--- src/rtl/pdl_pkg.sv ---
package pdl_pkg;

  localparam int RESOURCES  = 64;
  localparam int MAX_LEVELS = 64;
  localparam int LANES      = 8;
  localparam int LANE_W     = (RESOURCES + LANES - 1) / LANES;

  localparam int MASK_W  = 64;
  localparam int LEVEL_W = 6;
  localparam int COUNT_W = 7;
  localparam int WL_W    = 7;

  localparam int TOP_LEVEL = (MAX_LEVELS - 1 > 63) ? 63 : MAX_LEVELS - 1;

  typedef logic [WL_W-1:0]      wlevel_t;
  typedef logic [LEVEL_W-1:0]   level_t;
  typedef logic [COUNT_W-1:0]   count_t;
  typedef logic [RESOURCES-1:0] res_mask_t;

  typedef struct packed {
    logic    prod;
    wlevel_t best;
  } lane_res_t;

  typedef struct packed {
    logic      new_graph;
    wlevel_t   val;
    res_mask_t write;
  } fwd_t;

  typedef struct packed {
    level_t  level;
    logic    prod;
    wlevel_t wval;
  } merge_res_t;

endpackage

--- src/rtl/pdl_pass_if.sv ---
interface pdl_pass_if;
  import pdl_pkg::*;

  logic              valid;
  logic              ready;
  logic              new_graph;
  logic [MASK_W-1:0] read_mask;
  logic [MASK_W-1:0] write_mask;

  modport source (output valid, new_graph, read_mask, write_mask, input ready);
  modport sink (input valid, new_graph, read_mask, write_mask, output ready);
endinterface

--- src/rtl/pdl_level_if.sv ---
interface pdl_level_if;
  import pdl_pkg::*;

  logic         valid;
  logic         ready;
  level_t       level;
  logic         has_producer;
  count_t       level_count;

  modport source (output valid, level, has_producer, level_count, input ready);
  modport sink (input valid, level, has_producer, level_count, output ready);
endinterface

--- src/rtl/pass_dependency_leveler_core.sv ---
// Assigns each graph pass its dependency level, one pass per cycle unless stalled.
// A pass transfers in, its read bits are checked against the kept writer levels by
// eight parallel lanes in the input cycle, and the lane results are registered, then
// merged, saturated and committed to the writer table once the output register is
// free or being read; the result then sits in that output register. The commit of
// the previous pass is forwarded into the merge, which keeps the one-cycle rate for
// dependent passes. new_graph on a pass clears all kept levels before that pass.
module pass_dependency_leveler_core
  import pdl_pkg::*;
(
  input  logic clk,
  input  logic rst,
  pdl_pass_if.sink    pass_in,
  pdl_level_if.source level_out
);

  wlevel_t    tbl [RESOURCES];
  level_t     highest;

  logic       rd_l [LANES][LANE_W];
  wlevel_t    wl_l [LANES][LANE_W];
  lane_res_t  lane_res [LANES];

  logic       b_valid;
  logic       b_new_graph;
  logic       b_fwd;
  lane_res_t  b_lanes [LANES];
  res_mask_t  b_read;
  res_mask_t  b_write;

  fwd_t       fwd;
  merge_res_t mres;

  logic       out_valid;
  level_t     out_level;
  logic       out_prod;
  count_t     out_count;

  logic       b_adv;
  logic       commit;
  logic       take;
  level_t     high_base;
  level_t     highest_next;

  genvar gl, gj;
  generate
    for (gl = 0; gl < LANES; gl++) begin : g_lane
      for (gj = 0; gj < LANE_W; gj++) begin : g_bit
        if (gl * LANE_W + gj < RESOURCES) begin : g_used
          assign rd_l[gl][gj] = pass_in.read_mask[gl * LANE_W + gj];
          assign wl_l[gl][gj] = tbl[gl * LANE_W + gj];
        end else begin : g_pad
          assign rd_l[gl][gj] = 1'b0;
          assign wl_l[gl][gj] = '0;
        end
      end
      pdl_lane u_lane (
        .rd  (rd_l[gl]),
        .wl  (wl_l[gl]),
        .res (lane_res[gl])
      );
    end
  endgenerate

  pdl_merge u_merge (
    .lanes     (b_lanes),
    .new_graph (b_new_graph),
    .use_fwd   (b_fwd),
    .fwd       (fwd),
    .read      (b_read),
    .res       (mres)
  );

  assign b_adv   = !out_valid || level_out.ready;
  assign commit  = b_valid && b_adv;
  assign pass_in.ready = !rst && (!b_valid || b_adv);
  assign take    = pass_in.valid && pass_in.ready;

  assign high_base    = b_new_graph ? '0 : highest;
  assign highest_next = (mres.level > high_base) ? mres.level : high_base;

  always_ff @(posedge clk) begin
    if (rst) begin
      b_valid <= 1'b0;
      b_fwd   <= 1'b0;
    end else begin
      if (take) begin
        b_valid <= 1'b1;
        b_fwd   <= commit;
      end else if (commit) begin
        b_valid <= 1'b0;
        b_fwd   <= 1'b0;
      end
    end
  end

  always_ff @(posedge clk) begin
    if (take) begin
      b_new_graph <= pass_in.new_graph;
      b_lanes     <= lane_res;
      b_read      <= pass_in.read_mask[RESOURCES-1:0];
      b_write     <= pass_in.write_mask[RESOURCES-1:0];
    end
    if (commit) begin
      fwd.new_graph <= b_new_graph;
      fwd.val       <= mres.wval;
      fwd.write     <= b_write;
      out_level     <= mres.level;
      out_prod      <= mres.prod;
      out_count     <= {1'b0, highest_next} + count_t'(1);
    end
  end

  always_ff @(posedge clk) begin
    if (rst) begin
      highest <= '0;
      for (int r = 0; r < RESOURCES; r++) begin
        tbl[r] <= '0;
      end
    end else if (commit) begin
      highest <= highest_next;
      for (int r = 0; r < RESOURCES; r++) begin
        if (b_write[r] && ((b_new_graph ? wlevel_t'(0) : tbl[r]) < mres.wval)) begin
          tbl[r] <= mres.wval;
        end else if (b_new_graph) begin
          tbl[r] <= '0;
        end
      end
    end
  end

  always_ff @(posedge clk) begin
    if (rst) begin
      out_valid <= 1'b0;
    end else if (commit) begin
      out_valid <= 1'b1;
    end else if (level_out.ready) begin
      out_valid <= 1'b0;
    end
  end

  assign level_out.valid        = out_valid;
  assign level_out.level        = out_level;
  assign level_out.has_producer = out_prod;
  assign level_out.level_count  = out_count;

endmodule

--- src/rtl/pdl_lane.sv ---
module pdl_lane
  import pdl_pkg::*;
(
  input  logic      rd  [LANE_W],
  input  wlevel_t   wl  [LANE_W],
  output lane_res_t res
);

  always_comb begin
    res = '0;
    for (int j = 0; j < LANE_W; j++) begin
      if (rd[j] && (wl[j] != '0)) begin
        res.prod = 1'b1;
        if (wl[j] > res.best) begin
          res.best = wl[j];
        end
      end
    end
  end

endmodule

--- src/rtl/pdl_merge.sv ---
module pdl_merge
  import pdl_pkg::*;
(
  input  lane_res_t  lanes [LANES],
  input  logic       new_graph,
  input  logic       use_fwd,
  input  fwd_t       fwd,
  input  res_mask_t  read,
  output merge_res_t res
);

  wlevel_t best;
  logic    prod;
  logic    hit;

  assign hit = use_fwd && ((read & fwd.write) != '0);

  always_comb begin
    best = '0;
    prod = 1'b0;
    if (!new_graph) begin
      if (!(use_fwd && fwd.new_graph)) begin
        for (int l = 0; l < LANES; l++) begin
          prod = prod | lanes[l].prod;
          if (lanes[l].best > best) begin
            best = lanes[l].best;
          end
        end
      end
      if (hit) begin
        prod = 1'b1;
        if (fwd.val > best) begin
          best = fwd.val;
        end
      end
    end
    res.prod = prod;
    if (best > wlevel_t'(TOP_LEVEL)) begin
      res.level = level_t'(TOP_LEVEL);
    end else begin
      res.level = best[LEVEL_W-1:0];
    end
    res.wval = {1'b0, res.level} + wlevel_t'(1);
  end

endmodule

--- src/flat_wrapper.sv ---
// flat-port wrapper written by rule: the top's interface ports become plain ports
module pass_dependency_leveler_core_flat import pdl_pkg::*;
  (clk, rst, pass_in_valid, pass_in_new_graph, pass_in_read_mask, pass_in_write_mask, pass_in_ready, level_out_valid, level_out_level, level_out_has_producer, level_out_level_count, level_out_ready);
  pdl_pass_if pass_in_i ();
  pdl_level_if level_out_i ();
  input  logic clk;
  input  logic rst;
  input wire logic [$bits(pass_in_i.valid)-1:0] pass_in_valid;
  input wire logic [$bits(pass_in_i.new_graph)-1:0] pass_in_new_graph;
  input wire logic [$bits(pass_in_i.read_mask)-1:0] pass_in_read_mask;
  input wire logic [$bits(pass_in_i.write_mask)-1:0] pass_in_write_mask;
  output wire logic [$bits(pass_in_i.ready)-1:0] pass_in_ready;
  output wire logic [$bits(level_out_i.valid)-1:0] level_out_valid;
  output wire logic [$bits(level_out_i.level)-1:0] level_out_level;
  output wire logic [$bits(level_out_i.has_producer)-1:0] level_out_has_producer;
  output wire logic [$bits(level_out_i.level_count)-1:0] level_out_level_count;
  input wire logic [$bits(level_out_i.ready)-1:0] level_out_ready;
  assign pass_in_i.valid = pass_in_valid;
  assign pass_in_i.new_graph = pass_in_new_graph;
  assign pass_in_i.read_mask = pass_in_read_mask;
  assign pass_in_i.write_mask = pass_in_write_mask;
  assign pass_in_ready = pass_in_i.ready;
  assign level_out_valid = level_out_i.valid;
  assign level_out_level = level_out_i.level;
  assign level_out_has_producer = level_out_i.has_producer;
  assign level_out_level_count = level_out_i.level_count;
  assign level_out_i.ready = level_out_ready;
  pass_dependency_leveler_core u_core (.clk(clk), .rst(rst), .pass_in(pass_in_i), .level_out(level_out_i));
endmodule
--- config.mk ---
export PLATFORM = sky130hd
export DESIGN_NAME = pass_dependency_leveler_core_flat
export DESIGN_NICKNAME = d
export VERILOG_FILES = /design/src/rtl/pdl_pkg.sv /design/src/rtl/pdl_pass_if.sv /design/src/rtl/pdl_level_if.sv /design/src/rtl/pass_dependency_leveler_core.sv /design/src/rtl/pdl_lane.sv /design/src/rtl/pdl_merge.sv /design/src/flat_wrapper.sv
export SDC_FILE = /design/constraint.sdc
export NUM_CORES = 2
export LEC_CHECK = 0
export BUFFER_PORTS_ARGS = -buffer_cell sky130_fd_sc_hd__buf_2
export CORE_UTILIZATION = 58
export DETAILED_ROUTE_END_ITERATION = 7
export PLACE_DENSITY = 0.78
export SLEW_MARGIN = 10
export SYNTH_ARGS = -nofsm -noshare
export SYNTH_HDL_FRONTEND = slang
export SYNTH_SLANG_ARGS = --single-unit
--- constraint.sdc ---
create_clock -name clk -period 15.7 [get_ports clk]
set_clock_uncertainty 0.1 [all_clocks]
set_input_delay 2.355 -clock clk [delete_from_list [all_inputs] [get_ports clk]]
set_output_delay 2.355 -clock clk [all_outputs]
set_load 0.02 [all_outputs]
==> summary.md <==
| Metric | Value |
|---|---|
| Total CTS buffers | 84 |
| Die Y | between 300 and 400 µm |
| Slew HR | 32.77% |
| Detailed Route Iter0 Violations | about 5000 |
| Multi-input gate area | around 30000 µm² |
| Via count | 45019 |
| Row count | about 110 |
| Commonest non-fill, non-tap cells in the layout | 774 x ha_1, 727 x edfxtp_1, 581 x inv_1 |
| Root buffer cell | clkbuf_16 |
| Asr flop ratio synth | 0% |
| Outcome | completed |
| Sequential-to-total area share from yosys stat | 40.22% |
| Syn_nets | about 6400 |
| TritonCTS clock tree | done |
| Post-Route WL | 171300 µm |
| Post-Syn Area | around 55000 µm² |
| EDFF count, synth | just over 700 |
| Vias per cell | 6.486 |
| Total global routing overflow | 0 |
| CP peak stage delay | around 0.47 ns |
| CP required | roughly 16 ns |
| Post-DP HPWL | roughly 120000 µm |
| Die area | approximately 96000 µm² |
| Syn Inst Count | ~5500 |
| Synthesis-to-layout area growth | 10.69% |
| Skew-Pair Late Insertion Delay | a little under 0.7 ns |
| Startpoint types | register |
| Initial antenna violation count | 5 |
| Reg area | 22010 µm² |
| Synth cell types | 81 |
| Final setup violation count | 0 |
| Post-DRT Antenna Nets | 0 |
| Synthesized area per cell | 10.00 µm² |
| CTS Buffer Depth | 3 |
| Critical path type | register to register |
| Clk sinks | around 740 |
| Layout cells sized above 1 | about 12% |
| Worst-margin pin slew | 1.009 ns |
| Non-Filler Instances | slightly below 7000 |
| Post-CTS Hold Fix Bufs | 0 |
| Cells taking the most area after synthesis | edfxtp_1 40%, ha_1 18%, mux2i_1 4.4%, inv_1 4.0%, nor2b_1 3.4% |
| Drt wl/cell | 24.68 µm |
| CP Capture Type | register |
| Most common cell after layout, fill and taps aside | ha_1 |
| Die X | between 300 and 400 µm |
| # H-tree levels | 3 |
| Starting Density | roughly 59% |
| Pre-antenna DRT Iters | 6 |
| Ys flop type | edfxtp_1 |
| Syn. warnings | 0 |
| Total GRT Usage | between 30% and 40% |
| Inst Count DP | 6767 |
| Largest area contributor in the netlist | edfxtp_1 |
| # fillers | 7331 |
| Slowest-stage cell, CP | a2111oi_1 |
| Ports | approximately 150 |
| Nets | 6523 |
| Fmax | between 0.06 and 0.07 GHz |
| Tightest Hold Check Type | register to register |
| Core box area | roughly 93000 µm² |
| Max-cap viol count | 0 |
| Critical path data arrival time | 15.21 ns |
| Final GP Congestion | a little under 1 |
| Pin count of the biggest net entering global routing | 163 |
| Tmin final | between 10 and 15 ns |
| Max-slew violation count | 0 |
| Port-buffer cells | approximately 150 |
| Top cell type's share of synthesized area | about 40% |
| Final hold vios | 0 |
| DR DRC count | 0 |
| Final period util | between 90% and 100% |
| Vias in the first global route | approximately 43000 |
| First-pass GRT wire length | around 260000 µm |
| Cell mode on critical path | ha_1 |
| Clk slew on worst S/H paths | approximately 0.06 ns |
| Register bit total from synthesis | approximately 740 |
| Critical path fanouts, max | 17 |
-- registers in the layout, summed over array words and instances, names as in the netlist, 6 cells and up --
name                          cells
u_core.level_out.level            6
u_core.b_read                    64
u_core.tbl                      448
u_core.b_lanes                   64
u_core.highest                    6
u_core.fwd                       72
u_core.level_out.level_count      7
u_core.b_write                   64
-- critical path: cells and delay by family (launching register included) --
family / cells / cell delay, ns
compound gates: 24 / 5.28
simple gates: 20 / 3.96
fa+ha+maj: 10 / 3.14
buf+inv: 5 / 0.87
mux: 2 / 0.66
flops: 1 / 0.41
xor+xnor: 1 / 0.19
-- logic make-up (layout without fill, tap and decap cells) --
kind of cell | count (synthesis) | in the layout | share of synthesized area [%]
and+or+nand+nor | 1397 | 1397 | 12.99
DFF | 736 | 736 | 40.22
muxes | 337 | 337 | 6.385
other | 0 | 3 | 0
adders and majority gates | 801 | 801 | 18.25
AOI/OAI and AO/OA | 1381 | 1382 | 16.23
xor gates and xnor gates | 7 | 7 | 0.1258
buffers and inverters | 814 | 1024 | 5.802
-- synth_stat cells (19+ instances only) --
| library cell | instances |
|---|---|
| ha_1 | 776 |
| edfxtp_1 | 727 |
| inv_1 | 584 |
| a21oi_1 | 366 |
| nor2_1 | 361 |
| nor2b_1 | 300 |
| o21ai_0 | 294 |
| nand2_1 | 244 |
| mux2i_1 | 240 |
| clkbuf_1 | 137 |
| o21a_1 | 101 |
| mux2_2 | 97 |
| nand2b_1 | 88 |
| a21o_1 | 86 |
| nand3_1 | 81 |
| nand4_1 | 79 |
| nor3_1 | 77 |
| o21ai_1 | 61 |
| a2111oi_0 | 58 |
| o22ai_1 | 53 |
| nor4_1 | 52 |
| a21boi_0 | 50 |
| a22oi_1 | 37 |
| o21bai_1 | 34 |
| inv_2 | 32 |
| o221ai_1 | 32 |
| buf_2 | 31 |
| nor2_2 | 31 |
| a211o_1 | 27 |
| o211ai_1 | 27 |
| o21ai_2 | 26 |
| maj3_2 | 22 |
| a22o_1 | 19 |
-- final timing paths --
| path | startpoint | to | slack [ns] | cells after the start |
|---|---|---|---|---|
| worst min register to register | u_core.b_write[35] | u_core.fwd[35] | 0.35 | 0 |
| worst min-delay path | u_core.b_write[35] | u_core.fwd[35] | 0.35 | 0 |
| worst max-delay path | u_core.b_lanes[54] | u_core.tbl[0][394] | 0.74 | 62 |
| worst max register to register | u_core.b_lanes[54] | u_core.tbl[0][394] | 0.74 | 62 |
-- timing repair --
action / CTS / global route
gates resized for setup: 18 / 63
pin swaps: 1 / 9
setup endpoints to repair: 347 / 910
hold endpoints to repair: 0 / 0
cloned: 0 / 2
buffers inserted: 2 / 11
-- through the flow --
step	utilization, %	worst slack [ns]	hold WS [ns]	setup TNS, ns	instance area (µm²)
final	64.91	0.7393	0.3524	0	60580
after global routing	64.90	-0.2827	0.3717	-19.51	60570
after CTS	64.55	0.005961	0.3535	0	60240
after detailed placement	61.33	-0.1938	0.3348	-23.05	57240
after global placement	61.33	0.1398	0.3350	0	57240
after floorplan	-	0.08365	0.3244	0	54750
-- routing by layer --
metal  global-route usage (%)  routed length, µm  vias up
li1                         -                  -    20407
met2                    56.97              77850     2391
met5                        0                 36        -
met4                    18.75              10090        6
met3                    6.104              17660      575
met1                    45.47              65690    21640
-- final cells by class --
cell class / instances / share of cell area (%)
multi-input cells: 3924 / 49.32
flip-flops and latches: 736 / 36.33
diodes: 3 / 0.01239
clock buffers: 90 / 3.577
repair buffers: 251 / 2.980
clock inverters: 66 / 1.340
well taps: 1254 / 2.590
inverters: 617 / 3.842
Power is not shown: default switching activity piles up to over one toggle a cycle in this logic, so the estimate is an artifact.
